$ cat config.mk
export PLATFORM = sky130hd
export DESIGN_NAME = mplt_ctrl
export DESIGN_NICKNAME = d
export VERILOG_FILES = /design/src/rtl/mplt_pkg.sv /design/src/rtl/mplt_ctrl.sv
export SDC_FILE = /design/constraint.sdc
export NUM_CORES = 1
export LEC_CHECK = 0
export BUFFER_PORTS_ARGS = -buffer_cell sky130_fd_sc_hd__buf_2
export CAP_MARGIN = 20
export CORE_ASPECT_RATIO = 0.8
export CORE_MARGIN = 4
export CORE_UTILIZATION = 47
export CTS_CLUSTER_SIZE = 28
export DETAILED_ROUTE_END_ITERATION = 6
export PLACE_DENSITY_LB_ADDON = 0.12
export SLEW_MARGIN = 20
export SYNTH_ARGS = -nofsm -noshare
export SYNTH_HDL_FRONTEND = slang
export SYNTH_SLANG_ARGS = --single-unit
$ cat constraint.sdc
create_clock -name clk -period 4.7 [get_ports clk]
set_input_delay 0.47 -clock clk [delete_from_list [all_inputs] [get_ports clk]]
set_output_delay 0.47 -clock clk [all_outputs]
set_load 0.02 [all_outputs]
$ cat src/rtl/mplt_pkg.sv
`timescale 1ns / 1ps
// ----------------------------------------------------------------------------
// MAC port learning table - shared definitions
// Types, codes and helpers used by the controller, datapath and top level.
// ----------------------------------------------------------------------------
package mplt_pkg;

	localparam int TABLE_ENTRIES_DEF = 64;
	localparam int HASH_BUCKETS      = 256;
	localparam int HASH_W            = 8;

	// register index, paddr[2]
	localparam logic REG_TIMEOUT = 1'b0;
	localparam logic REG_MAXHELD = 1'b1;

	localparam logic [1:0] OP_LOOKUP = 2'd0;
	localparam logic [1:0] OP_LEARN  = 2'd1;
	localparam logic [1:0] OP_FLUSH  = 2'd2;
	localparam logic [1:0] OP_AGE    = 2'd3;

	localparam logic [3:0] ST_RESOLVED = 4'd0;
	localparam logic [3:0] ST_HELD     = 4'd1;
	localparam logic [3:0] ST_DROPPED  = 4'd2;
	localparam logic [3:0] ST_NEW      = 4'd3;
	localparam logic [3:0] ST_UPDATED  = 4'd4;
	localparam logic [3:0] ST_RELEASED = 4'd5;
	localparam logic [3:0] ST_FULL     = 4'd6;
	localparam logic [3:0] ST_BADPORT  = 4'd7;
	localparam logic [3:0] ST_DONE     = 4'd8;

	typedef enum logic [3:0] {
		S_IDLE, S_DEC, S_BKT, S_WALK, S_HIT, S_MISS, S_CFX,
		S_APP, S_FIN, S_FL, S_FRD, S_AG, S_ARD, S_OUT
	} state_t;

	typedef enum logic [1:0] {RD_BKT, RD_CHN, RD_HEAD, RD_NXT} rd_sel_t;

	typedef enum logic [2:0] {
		EW_NONE, EW_LOOK_HIT, EW_LEARN_HIT, EW_NEW_LOOK, EW_NEW_LEARN, EW_AGE_SEEN
	} ent_wr_t;

	typedef struct packed {
		logic [47:0] addr;
		logic [2:0]  port;
		logic        res;
		logic        seen;
		logic [31:0] last;
		logic [7:0]  held;
	} ent_t;

	typedef struct packed {
		logic       load;
		logic       bkt_rd;
		logic       rd_en;
		rd_sel_t    rd_sel;
		ent_wr_t    ent_wr;
		logic       alloc;
		logic       ch_ins;
		logic       ch_fix;
		logic       lru_unl;
		logic       lru_app;
		logic       lru_fin;
		logic       del;
		logic       drop1;
		logic       scan;
		logic       st_we;
		logic [3:0] st;
		logic       emit;
	} dp_cmd_t;

	typedef struct packed {
		logic [1:0] op;
		logic       mask_ok;
		logic       bkt_hit;
		logic       mtch;
		logic       chn_nil;
		logic       nxt_nil;
		logic       head_nil;
		logic       res;
		logic       seen;
		logic       port_eq;
		logic       aged;
		logic       held_ok;
		logic       full;
		logic       out_free;
	} dp_sts_t;

	function automatic logic [HASH_W-1:0] addr_hash(input logic [47:0] a);
		addr_hash = a[47:40] ^ a[39:32] ^ a[31:24] ^ a[23:16] ^ a[15:8] ^ a[7:0];
	endfunction

endpackage

$ cat src/rtl/mplt_ctrl.sv
`timescale 1ns / 1ps
// ----------------------------------------------------------------------------
// MAC port learning table - controller
// Sequences hash chain walks, LRU relinking and table sweeps.
// ----------------------------------------------------------------------------
module mplt_ctrl import mplt_pkg::*; (
	input  logic    clk,
	input  logic    arst_n,
	input  logic    in_valid,
	output logic    in_stall,
	input  dp_sts_t sts,
	output dp_cmd_t cmd
);

	state_t state_q, state_d;

	always_ff @(posedge clk or negedge arst_n) begin
		if (!arst_n) begin
			state_q <= S_IDLE;
		end else begin
			state_q <= state_d;
		end
	end

	always_comb begin
		state_d    = state_q;
		cmd        = '0;
		cmd.rd_sel = RD_BKT;
		cmd.ent_wr = EW_NONE;
		cmd.st     = ST_DONE;
		in_stall   = (state_q != S_IDLE);
		unique case (state_q)
			S_IDLE: begin
				if (in_valid) begin
					cmd.load = 1'b1;
					state_d  = S_DEC;
				end
			end
			S_DEC: begin
				unique case (sts.op)
					OP_LOOKUP: begin
						cmd.bkt_rd = 1'b1;
						state_d    = S_BKT;
					end
					OP_LEARN: begin
						if (!sts.mask_ok) begin
							cmd.st_we = 1'b1;
							cmd.st    = ST_BADPORT;
							state_d   = S_OUT;
						end else begin
							cmd.bkt_rd = 1'b1;
							state_d    = S_BKT;
						end
					end
					OP_FLUSH, OP_AGE: begin
						if (sts.head_nil) begin
							state_d = S_OUT;
						end else begin
							cmd.rd_en  = 1'b1;
							cmd.rd_sel = RD_HEAD;
							state_d    = (sts.op == OP_FLUSH) ? S_FL : S_AG;
						end
					end
				endcase
			end
			S_BKT: begin
				if (sts.bkt_hit) begin
					cmd.rd_en  = 1'b1;
					cmd.rd_sel = RD_BKT;
					state_d    = S_WALK;
				end else begin
					state_d = S_MISS;
				end
			end
			S_WALK: begin
				if (sts.mtch) begin
					state_d = S_HIT;
				end else if (sts.chn_nil) begin
					state_d = S_MISS;
				end else begin
					cmd.rd_en  = 1'b1;
					cmd.rd_sel = RD_CHN;
				end
			end
			S_HIT: begin
				cmd.lru_unl = 1'b1;
				cmd.st_we   = 1'b1;
				if (sts.op == OP_LOOKUP) begin
					cmd.ent_wr = EW_LOOK_HIT;
					cmd.drop1  = !sts.res && !sts.held_ok;
					cmd.st     = sts.res ? ST_RESOLVED : (sts.held_ok ? ST_HELD : ST_DROPPED);
				end else begin
					cmd.ent_wr = EW_LEARN_HIT;
					cmd.st     = sts.res ? ST_UPDATED : ST_RELEASED;
				end
				state_d = S_APP;
			end
			S_MISS: begin
				cmd.st_we = 1'b1;
				if (sts.op == OP_LOOKUP && !sts.held_ok) begin
					cmd.drop1 = 1'b1;
					cmd.st    = ST_DROPPED;
					state_d   = S_OUT;
				end else if (sts.full) begin
					cmd.drop1 = (sts.op == OP_LOOKUP);
					cmd.st    = ST_FULL;
					state_d   = S_OUT;
				end else begin
					cmd.alloc  = 1'b1;
					cmd.ch_ins = 1'b1;
					if (sts.op == OP_LOOKUP) begin
						cmd.ent_wr = EW_NEW_LOOK;
						cmd.scan   = 1'b1;
						cmd.st     = ST_HELD;
					end else begin
						cmd.ent_wr = EW_NEW_LEARN;
						cmd.st     = ST_NEW;
					end
					state_d = sts.bkt_hit ? S_CFX : S_APP;
				end
			end
			S_CFX: begin
				cmd.ch_fix = 1'b1;
				state_d    = S_APP;
			end
			S_APP: begin
				cmd.lru_app = 1'b1;
				state_d     = S_FIN;
			end
			S_FIN: begin
				cmd.lru_fin = 1'b1;
				state_d     = S_OUT;
			end
			S_FL: begin
				cmd.del = sts.port_eq;
				state_d = sts.nxt_nil ? S_OUT : S_FRD;
			end
			S_FRD: begin
				cmd.rd_en  = 1'b1;
				cmd.rd_sel = RD_NXT;
				state_d    = S_FL;
			end
			S_AG: begin
				if (!sts.aged) begin
					state_d = S_OUT;
				end else begin
					if (sts.seen) begin
						cmd.ent_wr = EW_AGE_SEEN;
					end else begin
						cmd.del = 1'b1;
					end
					state_d = sts.nxt_nil ? S_OUT : S_ARD;
				end
			end
			S_ARD: begin
				cmd.rd_en  = 1'b1;
				cmd.rd_sel = RD_NXT;
				state_d    = S_AG;
			end
			S_OUT: begin
				if (sts.out_free) begin
					cmd.emit = 1'b1;
					state_d  = S_IDLE;
				end
			end
			default: state_d = S_IDLE;
		endcase
	end

endmodule

Yosys cells after proc, flatten, opt, wreduce, memory -nomap -nowiden
Cells that the tools add are included.

Register bits after elaboration: 4. Memory bits (writable): 0. Logic and storage cells: 93. Memories: 0. Latch bits: 0. Bits in read-only memories: 0.

Bitwise logic cells: 0. Shifts and indexed selects: 0. Multipliers: 0. Order comparisons: 0. Add/subtract/negate cells: 0. Equal/unequal tests: 19. Muxes and demuxes: 62. Reductions and logical operators: 11. Divide/modulo/power cells: 0.

Operators by type and width (count): 4-bit case mux with 13 select lines (1); 3-bit two-way mux (14); 4-bit two-way mux (7); 4-bit equality test (second input constant) (6); 1-bit two-way mux (23); 5-bit two-way mux (4); 4-bit by 3-bit equality test with 1-bit output (second input constant) (4); 5-bit case mux with 3 select lines (1); 2-bit two-way mux (6); 3-bit case mux with 4 select lines (1); 4-bit case mux with 3 select lines (1); 3-bit case mux with 3 select lines (1); 4-bit by 2-bit equality test with 1-bit output (second input constant) (2); 1-bit case mux with 2 select lines (3); 2-bit OR reduction (3); 2-bit equality test (second input constant) (2); 4-bit by 1-bit equality test with 1-bit output (second input constant) (1); 4-bit logical NOT (1); 2-bit != test (second input constant) (2); 4-bit nonzero test (1); 3-bit != test (second input constant) (1); 3-bit AND reduction (1); 2-bit by 1-bit equality test with 1-bit output (second input constant) (1); 1-bit logical AND (2); other kinds (2) (3).

Logic depth before layout (Yosys ltp)
Depth after elaboration: 5. Depth in mapped cells: 7. Gate-level depth less buffers: 5.

Worst setup path before layout
No wires, ideal clock.

Path kind: flip-flop to output port. From: register state_q[1]. To: output port cmd[14] in the netlist's numbering. Data required time: 4.230 ns. Arrival time: 1.743 ns. Cell stages (with the launch flop): 6. Setup slack: 2.487 ns. Cells stage by stage: dfrtp_1 buf_2 and2b_1 nand2_1 nor3_1 buf_4.

RTL lines: from (decl) (line mplt_ctrl.sv:15) `state_t state_q, state_d;`; from (signal assigned) (line mplt_ctrl.sv:21) `state_q <= state_d;`; to (decl) (line mplt_ctrl.sv:12) `output dp_cmd_t cmd`.

==> run_results.csv <==
group,metric,value,unit
routing,num_vias,989,
synth,synth_most_common_cell,"nor2_1",
timing,max_slew_margin,62.7,%
synth,syn_nets,140,
synth,synth.ff_latch_count,4,
synth,synth_common_cells,"19 x nor2_1, 17 x nand2_1, 9 x o21ai_0",
die,rows,12,
timing,hold_viol,0,
setup_path,cp-start-kind,"flip-flop",
clocking,cts_tree,"yes",
routing,met3_length,279,µm
clocking,cts_buffers,3,
clocking,htreeDepth,1,
global_routing,grt_pass1_wl,3680,µm
min_path,hold_class,"input port to asynchronous set/reset pin",
pwr,vdd_drop_max,0.000528,V
layout,nets,177,
routing,wl_met2,974,µm
layout,drive_above_1_share,31.8,%
synth,synth_area_leaders,"dfrtp_1 13%, nor2_1 9.4%, nand2_1 8.4%",
timing,period_needed,2.47,ns
die,die_x,53.0,µm
synth,yosys.area.top_type,"dfrtp_1",
synth,synth_cell_types,40,
routing,wirelength,2370,µm
synth,synth-main-ff-cell,"dfrtp_1",
clocking,clkTransAtPathRegs,0.04,ns
die,fp.dieArea,2330,µm²
timing,fmax,0.405,GHz
routing,via_per_inst,5.56,
routing,first_iter_violations,37,
timing,min_period_over_period,52.5,%
timing,whs,0.0187,ns
clocking,cts_setup_buffers,0,
placed_design,globalplace.congestion,0.970,
clocking,cts_root_buf,"clkbuf_4",
synth,yosysSeqAreaShare,13.1,%
timing,skew,0.000771,ns
global_routing,antenna_found_initial,0,
die,die_h,44.0,µm
layout,fillCellCount,139,
setup_path,cp.arrival,2.00,ns
timing,setup_tns,0,ns
placed_design,placed_area,942,µm²
clocking,insertion_delay,0.25,ns
timing,report.final.slew_viol_count,0,
global_routing,grt_pass1_vias,795,
timing,setup_viol,0,
synth,yosys_warnings,0,
layout,largest-register,"state_q",
clocking,cts.sinks,4,
placed_design,port_buffers,41,
routing,ant_nets,0,
clocking,cts_hold_buf,0,
die,core_area,1460,µm²
layout,reg_top3,"state_q: 4 flops",
synth,async_flop_share,100,%
job,maxCapViolCount,0,
die,initial_core_util,52.3,%
global_routing,grtUsageTotal,20.8,%
routing,drc,0,
setup_path,crit_required,4.23,ns
timing,rsz0062_at_grt,"no",
routing,routedWlPerCell,13.3,µm
setup_path,cp_max_fo,19,
synth,syn-instance-count,122,
setup_path,endpoint_kind,"output pin",
layout,synthToLayoutAreaGrowth,26.6,%
synth,synth-edff-count,0,
layout,largest_register_ff_count,4,
layout,design_area,965,µm²
die,io_pins,42,
clocking,cts_buffer_depth,2,
status,outcome,"finished, final reports clean",
setup_path,critPathKind,"flip-flop to output pin",
clocking,cts_resized,0,
synth,synth_top_area_share,13.1,%
setup_path,ff2ff_path_depth,5,
synth,synth_area_per_cell,6.25,µm²
routing,firstDrtPassIters,4,
global_routing,grt_max_degree,20,
pwr,power_density,601,nW/µm²
synth,syn_area,762,µm²
timing,tightest_slew,0.560,ns
pwr,p_leak,0.506,nW
placed_design,dp_hpwl,1860,µm
layout,final_util,66.2,%
layout,n_antenna_cell,0,
routing,met1_length,1100,µm
global_routing,grt-ovfl-total,0,
routing,highest_layer,"met4",
## stage by stage
step / setup WS, ns / total power [mW] / std cells
after floorplan: 2.49 / 0.437 / 122
after global placement: 2.54 / 0.525 / 175
after detailed placement: 2.54 / 0.527 / 175
after CTS: 2.27 / 0.577 / 178
after global routing: 2.07 / 0.632 / 178
final: 2.23 / 0.580 / 178
## cell type report
class	instances	area [µm²]	share of cell area, %
repair buffers	41	205	21.3
multi-input cells	103	588	61.0
flip-flops and latches	4	100	10.4
well taps	21	26.3	2.72
clock buffers	3	22.5	2.33
inverters	6	22.5	2.33
## worst paths after layout
kind	start	to	slack (ns)
max	state_q[3]$_DFFE_PN0P_	cmd[20]	2.23
min	arst_n	state_q[3]$_DFFE_PN0P_	0.02
max reg2reg	state_q[1]$_DFFE_PN0P_	state_q[2]$_DFFE_PN0P_	2.87
min reg2reg	state_q[2]$_DFFE_PN0P_	state_q[3]$_DFFE_PN0P_	0.79
max in group asynchronous	arst_n	state_q[0]$_DFFE_PN0P_	4.56
min in group clk	sts[11]	state_q[1]$_DFFE_PN0P_	0.61
## kinds of logic after synthesis
group / after synthesis / share of synthesized area (%)
AND/OR/NAND/NOR: 64 / 42.2
AO/OA/AOI/OAI: 36 / 31.2
buffers and inverters: 15 / 9.69
flip-flops: 4 / 13.1
multiplexers: 2 / 2.63
XOR/XNOR: 1 / 1.15
## critical path: stages, from the launching register on
cell and delay (ns):
dfrtp_1 0.69, nor2_1 0.22, a31oi_1 0.21, o22ai_1 0.11, a311o_1 0.35, buf_2 0.16
## per-layer routing
metal,track usage [%],up-vias
met5,0,-
met1,30.4,426
met4,6.63,0
met3,4.04,2
li1,-,508
met2,30.4,53
## cells in the final DEF, fill, tap and decap left out, types with 3 or more instances in the layout
cell type / Yosys / final
a21oi_1: 5 / 5
a31oi_1: 3 / 3
buf_2: 5 / 41
clkbuf_4: 0 / 3
dfrtp_1: 4 / 4
inv_1: 6 / 6
nand2_1: 17 / 17
nor2_1: 19 / 19
nor2b_1: 6 / 6
nor3_1: 8 / 8
o21ai_0: 9 / 9
o22ai_1: 4 / 4
## where the power goes
| group | internal (mW) | switching [mW] | total [mW] | leakage [nW] |
|---|---|---|---|---|
| logic | 0.160 | 0.249 | 0.409 | 0.445 |
| clock network | 0.0288 | 0.0179 | 0.0467 | 0.0138 |
| registers | 0.0520 | 0.0724 | 0.124 | 0.0476 |
| total | 0.241 | 0.339 | 0.580 | 0.506 |
Power figures use the tool's default switching activity.
